**src/hw/rtl/wgm_pkg.sv**
```systemverilog
// Package for the wildcard glob matcher.
// Holds the word kinds, glob characters, FSM states and controller/datapath structs.
// No dependencies.
package wgm_pkg;

	localparam int DEF_MAX_PATTERN = 32;
	localparam int DEF_MAX_TEXT    = 64;

	localparam logic [7:0] CHAR_ANY_ONE = 8'h3F;
	localparam logic [7:0] CHAR_ANY_RUN = 8'h2A;

	typedef enum logic [1:0] {
		KIND_CLEAR    = 2'd0,
		KIND_APP_PAT  = 2'd1,
		KIND_APP_TXT  = 2'd2,
		KIND_EVAL     = 2'd3
	} kind_t;

	typedef enum logic [2:0] {
		ST_IDLE,
		ST_FETCH,
		ST_CMP,
		ST_TFETCH,
		ST_TCMP,
		ST_RESULT
	} state_t;

	typedef enum logic [3:0] {
		OP_NONE,
		OP_CLEAR,
		OP_APP_PAT,
		OP_APP_TXT,
		OP_START,
		OP_ADV,
		OP_STAR,
		OP_BACK,
		OP_TAIL
	} dp_op_t;

	typedef struct packed {
		dp_op_t op;
		logic   verdict_we;
		logic   verdict;
		logic   out_load;
	} dp_cmd_t;

	typedef struct packed {
		logic ti_lt_n;
		logic pi_lt_m;
		logic p_one;
		logic p_star;
		logic p_eq_t;
		logic have_star;
		logic drop;
		logic out_busy;
	} dp_stat_t;

endpackage

```
**src/hw/rtl/wildcard_glob_matcher.sv**
```systemverilog
// Top level of the wildcard glob matcher: joins controller and datapath.
// Depends on wgm_pkg, wgm_ctrl, wgm_dp.
//
//   channel  handshake            word fields
//   in       in_valid / in_stall  kind[1:0], byte_value[7:0]
//   out      out_valid/ out_stall matched, overflow
//
// Clear and append words are taken while idle and leave the block idle.
// Evaluate is accepted while idle, then walks the buffers in match steps of a memory
// read (FETCH) and a compare (CMP), then scans trailing stars (TFETCH, TCMP); RESULT
// then loads the result word, waiting while a pending result is stalled; an overflowed
// evaluate skips the walk and goes straight to RESULT.
// arst_n clears lengths, overflow flag, FSM and result valid; buffer contents are kept.
// A pending result waits under out_stall; loads are still taken meanwhile.
module wildcard_glob_matcher
	import wgm_pkg::*;
#(
	parameter int MAX_PATTERN = DEF_MAX_PATTERN,
	parameter int MAX_TEXT    = DEF_MAX_TEXT
) (
	input  logic       clk,
	input  logic       arst_n,
	input  logic       in_valid,
	output logic       in_stall,
	input  logic [1:0] kind,
	input  logic [7:0] byte_value,
	output logic       out_valid,
	input  logic       out_stall,
	output logic       matched,
	output logic       overflow
);

	dp_cmd_t  cmd;
	dp_stat_t stat;

	wgm_ctrl u_ctrl (
		.clk      (clk),
		.arst_n   (arst_n),
		.in_valid (in_valid),
		.kind     (kind),
		.in_stall (in_stall),
		.stat     (stat),
		.cmd      (cmd)
	);

	wgm_dp #(
		.MAX_PATTERN (MAX_PATTERN),
		.MAX_TEXT    (MAX_TEXT)
	) u_dp (
		.clk        (clk),
		.arst_n     (arst_n),
		.byte_value (byte_value),
		.cmd        (cmd),
		.stat       (stat),
		.out_valid  (out_valid),
		.out_stall  (out_stall),
		.matched    (matched),
		.overflow   (overflow)
	);

endmodule

```
**src/hw/rtl/wgm_dp.sv**
```systemverilog
// Datapath of the wildcard glob matcher: pattern and text buffers, match indices,
// star bookkeeping and the result word register.
// Depends on wgm_pkg.
module wgm_dp
	import wgm_pkg::*;
#(
	parameter int MAX_PATTERN = DEF_MAX_PATTERN,
	parameter int MAX_TEXT    = DEF_MAX_TEXT
) (
	input  logic       clk,
	input  logic       arst_n,
	input  logic [7:0] byte_value,
	input  dp_cmd_t    cmd,
	output dp_stat_t   stat,
	output logic       out_valid,
	input  logic       out_stall,
	output logic       matched,
	output logic       overflow
);

	localparam int PLW = $clog2(MAX_PATTERN + 1);
	localparam int TLW = $clog2(MAX_TEXT + 1);
	localparam int PAW = (MAX_PATTERN > 1) ? $clog2(MAX_PATTERN) : 1;
	localparam int TAW = (MAX_TEXT > 1) ? $clog2(MAX_TEXT) : 1;

	logic [7:0] pat_mem [MAX_PATTERN];
	logic [7:0] txt_mem [MAX_TEXT];

	logic [PLW-1:0] plen_q, pi_q, star_q;
	logic [TLW-1:0] tlen_q, ti_q, resume_q;
	logic           have_star_q, drop_q, verdict_q;
	logic [7:0]     pdata_q, tdata_q;
	logic           out_valid_q, matched_q, overflow_q;

	logic pat_full, txt_full;
	assign pat_full = (plen_q == PLW'(MAX_PATTERN));
	assign txt_full = (tlen_q == TLW'(MAX_TEXT));

	always_ff @(posedge clk) begin
		if (cmd.op == OP_APP_PAT && !pat_full) begin
			pat_mem[plen_q[PAW-1:0]] <= byte_value;
		end
		if (cmd.op == OP_APP_TXT && !txt_full) begin
			txt_mem[tlen_q[TAW-1:0]] <= byte_value;
		end
	end

	always_ff @(posedge clk) begin
		pdata_q <= pat_mem[pi_q[PAW-1:0]];
		tdata_q <= txt_mem[ti_q[TAW-1:0]];
	end

	always_ff @(posedge clk or negedge arst_n) begin
		if (!arst_n) begin
			plen_q      <= '0;
			tlen_q      <= '0;
			drop_q      <= 1'b0;
			pi_q        <= '0;
			ti_q        <= '0;
			star_q      <= '0;
			resume_q    <= '0;
			have_star_q <= 1'b0;
			verdict_q   <= 1'b0;
		end else begin
			unique case (cmd.op)
				OP_CLEAR: begin
					plen_q <= '0;
					tlen_q <= '0;
					drop_q <= 1'b0;
				end
				OP_APP_PAT: begin
					if (pat_full) drop_q <= 1'b1;
					else          plen_q <= plen_q + PLW'(1);
				end
				OP_APP_TXT: begin
					if (txt_full) drop_q <= 1'b1;
					else          tlen_q <= tlen_q + TLW'(1);
				end
				OP_START: begin
					pi_q        <= '0;
					ti_q        <= '0;
					have_star_q <= 1'b0;
				end
				OP_ADV: begin
					pi_q <= pi_q + PLW'(1);
					ti_q <= ti_q + TLW'(1);
				end
				OP_STAR: begin
					have_star_q <= 1'b1;
					star_q      <= pi_q;
					resume_q    <= ti_q;
					pi_q        <= pi_q + PLW'(1);
				end
				OP_BACK: begin
					pi_q     <= star_q + PLW'(1);
					resume_q <= resume_q + TLW'(1);
					ti_q     <= resume_q + TLW'(1);
				end
				OP_TAIL: begin
					pi_q <= pi_q + PLW'(1);
				end
				default: begin
				end
			endcase
			if (cmd.verdict_we) verdict_q <= cmd.verdict;
		end
	end

	// result word register
	always_ff @(posedge clk or negedge arst_n) begin
		if (!arst_n) begin
			out_valid_q <= 1'b0;
		end else if (cmd.out_load) begin
			out_valid_q <= 1'b1;
		end else if (!out_stall) begin
			out_valid_q <= 1'b0;
		end
	end

	always_ff @(posedge clk) begin
		if (cmd.out_load) begin
			matched_q  <= verdict_q && !drop_q;
			overflow_q <= drop_q;
		end
	end

	assign out_valid = out_valid_q;
	assign matched   = matched_q;
	assign overflow  = overflow_q;

	always_comb begin
		stat.ti_lt_n   = (ti_q < tlen_q);
		stat.pi_lt_m   = (pi_q < plen_q);
		stat.p_one     = (pdata_q == CHAR_ANY_ONE);
		stat.p_star    = (pdata_q == CHAR_ANY_RUN);
		stat.p_eq_t    = (pdata_q == tdata_q);
		stat.have_star = have_star_q;
		stat.drop      = drop_q;
		stat.out_busy  = out_valid_q && out_stall;
	end

endmodule

```
**src/hw/rtl/wgm_ctrl.sv**
```systemverilog
// Controller of the wildcard glob matcher: sequences loads, the greedy match walk
// with star backtracking, the trailing star scan and the result hand-off.
// Depends on wgm_pkg.
module wgm_ctrl
	import wgm_pkg::*;
(
	input  logic       clk,
	input  logic       arst_n,
	input  logic       in_valid,
	input  logic [1:0] kind,
	output logic       in_stall,
	input  dp_stat_t   stat,
	output dp_cmd_t    cmd
);

	state_t state_q, state_d;

	always_ff @(posedge clk or negedge arst_n) begin
		if (!arst_n) state_q <= ST_IDLE;
		else         state_q <= state_d;
	end

	always_comb begin
		state_d = state_q;
		unique case (state_q)
			ST_IDLE: begin
				if (in_valid && kind == KIND_EVAL) begin
					state_d = stat.drop ? ST_RESULT : ST_FETCH;
				end
			end
			ST_FETCH:  state_d = stat.ti_lt_n ? ST_CMP : ST_TFETCH;
			ST_CMP: begin
				priority if (stat.pi_lt_m && (stat.p_one || stat.p_eq_t)) state_d = ST_FETCH;
				else if (stat.pi_lt_m && stat.p_star)                      state_d = ST_FETCH;
				else if (stat.have_star)                                   state_d = ST_FETCH;
				else                                                        state_d = ST_RESULT;
			end
			ST_TFETCH: state_d = stat.pi_lt_m ? ST_TCMP : ST_RESULT;
			ST_TCMP:   state_d = stat.p_star ? ST_TFETCH : ST_RESULT;
			ST_RESULT: if (!stat.out_busy) state_d = ST_IDLE;
			default:   state_d = ST_IDLE;
		endcase
	end

	always_comb begin
		cmd      = '{op: OP_NONE, verdict_we: 1'b0, verdict: 1'b0, out_load: 1'b0};
		in_stall = (state_q != ST_IDLE);
		unique case (state_q)
			ST_IDLE: begin
				if (in_valid) begin
					unique case (kind_t'(kind))
						KIND_CLEAR:   cmd.op = OP_CLEAR;
						KIND_APP_PAT: cmd.op = OP_APP_PAT;
						KIND_APP_TXT: cmd.op = OP_APP_TXT;
						KIND_EVAL: begin
							if (stat.drop) cmd.verdict_we = 1'b1;
							else           cmd.op = OP_START;
						end
						default: cmd.op = OP_NONE;
					endcase
				end
			end
			ST_FETCH: begin
			end
			ST_CMP: begin
				priority if (stat.pi_lt_m && (stat.p_one || stat.p_eq_t)) cmd.op = OP_ADV;
				else if (stat.pi_lt_m && stat.p_star)                      cmd.op = OP_STAR;
				else if (stat.have_star)                                   cmd.op = OP_BACK;
				else                                                        cmd.verdict_we = 1'b1;
			end
			ST_TFETCH: begin
				if (!stat.pi_lt_m) begin
					cmd.verdict_we = 1'b1;
					cmd.verdict    = 1'b1;
				end
			end
			ST_TCMP: begin
				if (stat.p_star) cmd.op = OP_TAIL;
				else             cmd.verdict_we = 1'b1;
			end
			ST_RESULT: cmd.out_load = !stat.out_busy;
			default: begin
			end
		endcase
	end

endmodule

```
**config.mk**
```make
export PLATFORM = sky130hd
export DESIGN_NAME = wildcard_glob_matcher
export DESIGN_NICKNAME = d
export VERILOG_FILES = /design/src/hw/rtl/wgm_pkg.sv /design/src/hw/rtl/wildcard_glob_matcher.sv /design/src/hw/rtl/wgm_dp.sv /design/src/hw/rtl/wgm_ctrl.sv
export SDC_FILE = /design/constraint.sdc
export NUM_CORES = 1
export LEC_CHECK = 0
export BUFFER_PORTS_ARGS = -buffer_cell sky130_fd_sc_hd__buf_2
export CORE_MARGIN = 2
export CORE_UTILIZATION = 55
export CTS_CLUSTER_SIZE = 14
export DETAILED_ROUTE_END_ITERATION = 12
export GPL_ROUTABILITY_DRIVEN = 0
export GPL_TIMING_DRIVEN = 0
export PLACE_DENSITY = 0.68
export SLEW_MARGIN = 10
export SYNTH_ARGS = -nofsm -noshare
export SYNTH_HDL_FRONTEND = slang
export SYNTH_HIERARCHICAL = 1
export SYNTH_SLANG_ARGS = --single-unit
```
**constraint.sdc**
```tcl
create_clock -name clk -period 8.1 [get_ports clk]
set_input_delay 1.215 -clock clk [delete_from_list [all_inputs] [get_ports clk]]
set_output_delay 1.215 -clock clk [all_outputs]
set_load 0.01 [all_outputs]
```
==> summary.txt, run 1 <==
STA
  • Fin crit share: around 69%
  • Max_slew headroom: 27.93%
  • Hold Violations, Final: 0
  • Worst-margin pin slew: 1.073 ns
  • Final WS setup: around 2.5 ns
  • Layout Skew: 0.03054 ns
  • Max-slew violation count: 0
  • RSZ-0062 raised after global routing: no
  • Tmin final: about 5.6 ns
  • Max Fclk: between 150 and 200 MHz
  • Final setup violation count: 0
  • Setup TNS: 0 ns

Routing
  • Post-route ant nets: 0
  • Via density: around 6.4
  • Initial DRC count: 2165
  • DR vias: around 17000
  • Wirelength per Cell: around 29 um
  • DRT Pass-1 Iters: 6
  • Final WL: roughly 79000 um
  • # DRC: 0

Synth
  • Seq/Total Area, Yosys: between 70% and 80%
  • Area share of the leading cell type in the synthesized netlist: a little over two thirds
  • Syn. warnings: 6
  • Largest area contributor in the netlist: edfxtp_1
  • Synth Area in Simple Gates: about 4.9%
  • Post-synth cell types: 67
  • Main combinational cell family by area after synthesis: multiplexers
  • Main synth FF type: edfxtp_1
  • FFs w/ async S/R, synth: ~5.5%
  • Mux contribution to synthesized area: between 10% and 20%
  • Count of state elements after synthesis: approximately 830
  • Mean Syn Cell Area: about 19 um^2
  • Most common cell in the netlist: edfxtp_1
  • Syn Nets: 1776
  • Synth Area in Compound Gates: under 10%
  • Top cells by area, synth: edfxtp_1 (70%), mux4_2 (14%), dfrtp_1 (3.5%)
  • Syn Std Cell Area: 33220 um^2
  • Mapped Cells: around 1700
  • Top cells by count, synth: edfxtp_1 (770), mux4_2 (203), nor2_1 (142)
  • Adder-Cell Fraction of Synth Area: less than 1%
  • Post-synth EDFFs: 770
  • Synth Area in XOR/XNOR: 0.6591%

Clocking
  • Setup repair bufs after CTS: 0
  • CTS Buf Count: 82
  • Clk slew on worst S/H paths: around 0.070 ns
  • Clock sinks: between 800 and 900
  • Root buffer cell: clkbuf_16
  • Clk Latency, worst-skew pair: 0.64 ns
  • CTS Hold Bufs: 0
  • TritonCTS clock tree: built
  • H-tree Lvls: 3
  • # resized after CTS: 0
  • Maximum root-to-sink buffer count: 3

Floorplan
  • Die outline area: just over 60000 um^2
  • Die width: 249.8 um
  • Core ar.: about 60000 um^2
  • Top Ports: 18
  • Die extent in y: 249.8 um
  • Num rows: 90
  • Starting Density: 55.35%

Setup path
  • Reg2Reg Setup Slack: 2.49 ns
  • Req. time, crit path: between 8 and 9 ns
  • Crit path kind: reg2reg
  • Worst Path Arrival: 5.85 ns
  • Setup crit end kind: flip-flop
  • Worst Setup Start Kind: flip-flop
  • Critical Path Fanout Max: 10

Power
  • Pwr Total: 11030 uW
  • Worst vdd ir: between 200 and 250 uV
  • LEAKAGE: approximately 0.012 uW
  • Power density over the cells: 297.6 nW/um^2

Layout
  • Area delta synth->final: 11.58%
  • Number of fillers in the final layout: around 4200
  • Share of cells above drive strength 1: about a fifth
  • Non-filler cells, final: 2699
  • Nets: about 1900

GRT
  • Largest net degree at the start of global routing: around 80
  • Initial antenna violation count: 0
  • Grt ovf: 0
  • Vias in the first global route: around 18000
  • First-pass GRT wire length: ~120000 um
  • Total track usage: around 26%

Placement
  • Port Buf Inserts: 17
  • Worst slack, placed: 2.565 ns
  • Placed Cells incl. Taps: around 2500
  • Hpwl dp: around 52000 um

Hold path
  • Hold Crit Class: reg2reg

Run status
  • Status: finished, final reports clean

Job
  • Number of max-cap violations: 0
## cell usage in the layout, fill, tap and decap left out, types with 6 or more instances in the layout
master	instances
nor4_1	9
nor3_1	15
and3_1	10
a21oi_1	21
buf_1	7
edfxtp_1	770
nand2_1	93
nor2b_1	6
buf_2	37
nand4_1	6
a211oi_1	6
a22oi_1	11
a31oi_1	16
clkinv_1	17
nor2_1	142
mux2i_1	11
clkinv_2	13
dfrtp_1	46
o22ai_1	24
buf_4	16
clkbuf_1	63
o21ai_0	39
ha_1	23
mux2_2	12
xnor2_1	25
inv_1	22
dfxtp_1	16
mux4_2	203
nand3_1	53
clkbuf_16	85
## flip-flops by register name, summed over array words and instances, names as in the netlist
signal            cells
u_dp/txt_mem        512
u_dp/pat_mem        256
u_dp/pdata_q          8
u_dp/tdata_q          8
u_dp/resume_q         7
u_dp/ti_q             7
u_dp/tlen_q           7
u_dp/pi_q             6
u_dp/plen_q           6
u_dp/star_q           6
u_ctrl/state_q        3
u_dp/drop_q           1
u_dp/have_star_q      1
u_dp/matched          1
u_dp/out_valid        1
u_dp/overflow         1
u_dp/verdict_q        1
## per-layer routing
| metal | up-vias | part of all wire (%) | track usage, % | wire length [um] |
|---|---|---|---|---|
| met2 | 808 | 49 | 41.80 | 38760 |
| met3 | 201 | 7.3 | 4.902 | 5758 |
| met5 | - | 0 | 0 | 0 |
| li1 | 7307 | - | - | - |
| met1 | 9036 | 39 | 35.11 | 30930 |
| met4 | 0 | 4.5 | 10.67 | 3529 |
## power by group
part           total [uW]  internal [uW]  switching [uW]
Sequential           4890           4800            89.1
Clock                3610           2050            1560
Combinational        2530           1030            1500
## worst max-delay path: stages, from the launching register on
cell and delay [ns]:
dfrtp_1 0.37, buf_6 0.13, clkbuf_1 0.30, nand2b_1 0.25, a21o_1 0.18, a21oi_1 0.13, nor2b_1 0.05, o21ai_0 0.17
o2bb2ai_1 0.31, o21ai_0 0.23, a21boi_0 0.18, o21ai_0 0.16, clkbuf_1 0.32, nand3_1 0.20, a311oi_1 0.61, nand3_1 0.67
nor2_1 0.92
## cell families (layout without fill, tap and decap cells)
kind of cell	after synthesis	in the layout
simple gates	361	361
fa+ha+maj	23	23
other cells	0	2
xor+xnor	25	25
flops	832	832
compound gates	154	154
mux	231	231
buf+inv	113	289
## layout make-up
cell class | instances | area [um^2] | area share (%)
antenna | 2 | 5.005 | 0.01350
multi-input combinational | 794 | 8089 | 21.82
timing repair buffer | 25 | 302.8 | 0.8168
tap | 782 | 978.4 | 2.639
clock buffer | 113 | 2252 | 6.076
buffer | 85 | 434.2 | 1.171
clock inverter | 38 | 309.0 | 0.8337
sequential | 832 | 24590 | 66.34
inverter | 28 | 105.1 | 0.2835
## through the flow
| stage | cell area, um^2 | hold slack [ns] | util, % |
|---|---|---|---|
| 2_1_floorplan | 33220 | 0.4669 | - |
| 3_5_place_dp | 34500 | 0.4990 | 57.49 |
| 5_1_grt | 37060 | 0.5504 | 61.75 |
| 6_report | 37070 | 0.5118 | 61.76 |
| 4_1_cts | 37060 | 0.5155 | 61.75 |
| 3_3_place_gp | 34290 | 0.4840 | 57.12 |
## final timing paths
| path | cells after the start | from | to |
|---|---|---|---|
| setup / recovery | 16 | u_dp/pi_q[0] | u_dp/txt_mem[19][1] |
| hold / removal | 2 | u_dp/star_q[4] | u_dp/star_q[4] |
| setup reg to reg | 16 | u_dp/pi_q[0] | u_dp/txt_mem[19][1] |
| hold reg to reg | 2 | u_dp/star_q[4] | u_dp/star_q[4] |
| max in group asynchronous | 1 | arst_n | u_dp/tlen_q[2] |
| min in group asynchronous | 1 | arst_n | u_dp/star_q[5] |
(Power assumes the default switching activity.)
==> run 2: changes to the inputs <==
- clock period: 8.1 -> 5.64 ns (I/O delays scaled with it)
==> summary.txt, run 2 (synthesized netlist as in run 1, its figures left out) <==
STA
  • Max-slew violation count: 0 (unchanged)
  • Hold Violations, Final: 0 (unchanged)
  • Worst-margin pin slew: 1.089 ns (was 1.073 ns)
  • Setup TNS: 0 ns (unchanged)
  • Tmin final: 5.274 ns (was 5.607 ns)
  • Layout Skew: 0.03109 ns (was 0.03054 ns)
  • RSZ-0062 raised after global routing: no (unchanged)
  • Final WS setup: 0.3665 ns (was 2.493 ns)
  • Max_slew headroom: 27.13% (was 27.93%)
  • Final setup violation count: 0 (unchanged)
  • Fin crit share: 93.50% (was 69.22%)
  • Max Fclk: 189.6 MHz (was 178.3 MHz)

Routing
  • Final WL: 79020 um (was 78980 um)
  • Initial DRC count: 2099 (was 2165)
  • DRT Pass-1 Iters: 8 (was 6)
  • Wirelength per Cell: 29.30 um (was 29.26 um)
  • DR vias: 17420 (was 17350)
  • Via density: 6.459 (was 6.429)
  • # DRC: 0 (unchanged)
  • Post-route ant nets: 0 (unchanged)

Power
  • Net Sw Frac: 28.60% (was 28.58%)
  • LEAKAGE: 0.01169 uW (about the same)
  • Sequential share of power: 44.3% (about the same)
  • Psw: 4532 uW (was 3153 uW)
  • Pwr Total: 15850 uW (was 11030 uW)
  • Clock share of power: 32.7% (about the same)
  • Worst vdd ir: 322.8 uV (was 224.6 uV)
  • Internal power: 11320 uW (was 7880 uW)
  • Combinational share of power: 23.0% (about the same)
  • Power density over the cells: 426.5 nW/um^2 (was 297.6 nW/um^2)

Layout
  • Commonest cells after routing, fill and taps aside: edfxtp_1 (770), mux4_2 (203), nor2_1 (108), nand2_1 (93), clkbuf_16 (85) (was edfxtp_1 (770), mux4_2 (203), nor2_1 (142), nand2_1 (93), clkbuf_16 (85))
  • Area occupied by multi-input gates: 8184 um^2 (was 8089 um^2)
  • Max FFs per register: 512 (unchanged)
  • Register area: 24590 um^2 (unchanged)
  • Commonest non-fill, non-tap cell in the layout: edfxtp_1 (unchanged)
  • Final core occ: 61.91% (was 61.76%)
  • Number of fillers in the final layout: 4207 (was 4213)
  • Share of cells above drive strength 1: 22.99% (was 21.20%)
  • Nets: 1884 (was 1885)
  • Area delta synth->final: 11.85% (was 11.58%)

Clocking
  • Setup repair bufs after CTS: 0 (unchanged)
  • Root buffer cell: clkbuf_16 (unchanged)
  • Clk slew on worst S/H paths: 0.07 ns (about the same)
  • Clk Latency, worst-skew pair: 0.64 ns (about the same)
  • H-tree Lvls: 3 (unchanged)
  • TritonCTS clock tree: built (unchanged)
  • Clock sinks: 832 (unchanged)
  • CTS Buf Count: 82 (unchanged)
  • Maximum root-to-sink buffer count: 3 (unchanged)
  • CTS Hold Bufs: 0 (unchanged)
  • # resized after CTS: 0 (unchanged)

Setup path
  • Req. time, crit path: 5.89 ns (was 8.34 ns)
  • R2R Path End: u_dp/txt_mem[19][1] (unchanged)
  • Critical Path Fanout Max: 9 (was 10)
  • Reg2reg start: u_dp/plen_q[1] (was u_dp/pi_q[0])
  • Reg2Reg Setup Slack: 0.37 ns (was 2.49 ns)
  • Worst Path Arrival: 5.53 ns (was 5.85 ns)
  • Setup crit end kind: flip-flop (unchanged)
  • Worst Setup Start Kind: flip-flop (unchanged)
  • Crit path kind: reg2reg (unchanged)
  • R2R depth: 15 (was 16)

Placement
  • Port Buf Inserts: 17 (unchanged)
  • Hpwl dp: 52010 um (unchanged)
  • Worst slack, placed: 0.1047 ns (was 2.565 ns)

GRT
  • Initial antenna violation count: 0 (unchanged)
  • Largest net degree at the start of global routing: 81 (unchanged)
  • First-pass GRT wire length: 116100 um (unchanged)
  • Vias in the first global route: 17530 (unchanged)
  • Total track usage: 25.86% (unchanged)
  • Grt ovf: 0 (unchanged)

Job
  • Number of max-cap violations: 0 (unchanged)

Floorplan
  • Die outline area: 62390 um^2 (unchanged)
  • Core ar.: 60020 um^2 (unchanged)
  • Num rows: 90 (unchanged)
  • Die extent in y: 249.8 um (unchanged)
  • Top Ports: 18 (unchanged)
  • Starting Density: 55.35% (unchanged)
  • Die width: 249.8 um (unchanged)

Hold path
  • Hold Crit Class: in2async (was reg2reg)

Run status
  • Status: finished, final reports clean (unchanged)
-- run 2: cell types whose count changed in the layout (fill, tap and decap cells not counted) --
cell      delta
nor2_1      -34
nor2_4       +2
clkbuf_1     -1
nor2_2      +32
diode_2      -1
-- run 2: worst max-delay path, stage by stage, from the launching register on --
cell and delay [ns]:
dfrtp_1 0.39, inv_1 0.11, ha_1 0.30, a21o_1 0.16, a21oi_1 0.13, nor2b_1 0.05
o21ai_0 0.17, o2bb2ai_1 0.32, o21ai_0 0.24, a21boi_0 0.18, o21ai_0 0.16, clkbuf_1 0.32
nand3_1 0.19, a311oi_1 0.61, nand3_1 0.80, nor2_2 0.75
-- run 2: final cells by class --
type / count / area share [%]
repair buffers: 25 / 0.8149
multi-input cells: 794 / 22.03
plain buffers: 84 / 1.158
inverters: 28 / 0.2828
well taps: 782 / 2.633
clock buffers: 113 / 6.061
flip-flops and latches: 832 / 66.19
diodes: 1 / 0.006734
clock inverters: 38 / 0.8317
-- run 2: stage by stage --
stage                     instance area (um^2)  instances  hold WS (ns)
after global placement                   34290       2538        0.4840
final                                    37160       2697        0.4001
after global routing                     37160       2696        0.4866
after CTS                                37060       2697        0.4363
after detailed placement                 34500       2546        0.4990
after floorplan                          33220       1739        0.4669
-- run 2: how the worst max path moves through the flow --
stage | start | endpoint | slack [ns] | cells past startpoint
2_1_floorplan | u_dp/pi_q[0] | u_dp/pi_q[4] | 1.55 | 21
3_3_place_gp | u_dp/pi_q[0] | u_dp/txt_mem[19][5] | 0.18 | 16
3_5_place_dp | u_dp/pi_q[0] | u_dp/txt_mem[19][5] | 0.10 | 16
4_1_cts | u_dp/pi_q[0] | u_dp/txt_mem[19][3] | 0.06 | 16
5_1_grt | u_dp/plen_q[1] | u_dp/txt_mem[19][3] | 0.02 | 15
6_report | u_dp/plen_q[1] | u_dp/txt_mem[19][1] | 0.37 | 15
-- run 2: layer usage --
metal | share of wire, % | up-vias | global-route usage (%)
li1 | - | 7301 | -
met2 | 49 | 851 | 41.80
met3 | 7.5 | 206 | 4.902
met4 | 4.3 | 0 | 10.67
met5 | 0 | - | 0
met1 | 39 | 9063 | 35.11
-- run 2: power groups by stage --
| stage | Sequential (uW) | Clock [uW] | Combinational, uW |
|---|---|---|---|
| global route | 7030 | 5510 | 3810 |
| CTS | 7020 | 5280 | 3610 |
| finish | 7020 | 5190 | 3640 |
| floorplan | 7110 | 0 | 2350 |
| global placement | 7150 | 0 | 3540 |
| detailed placement | 7140 | 0 | 3600 |
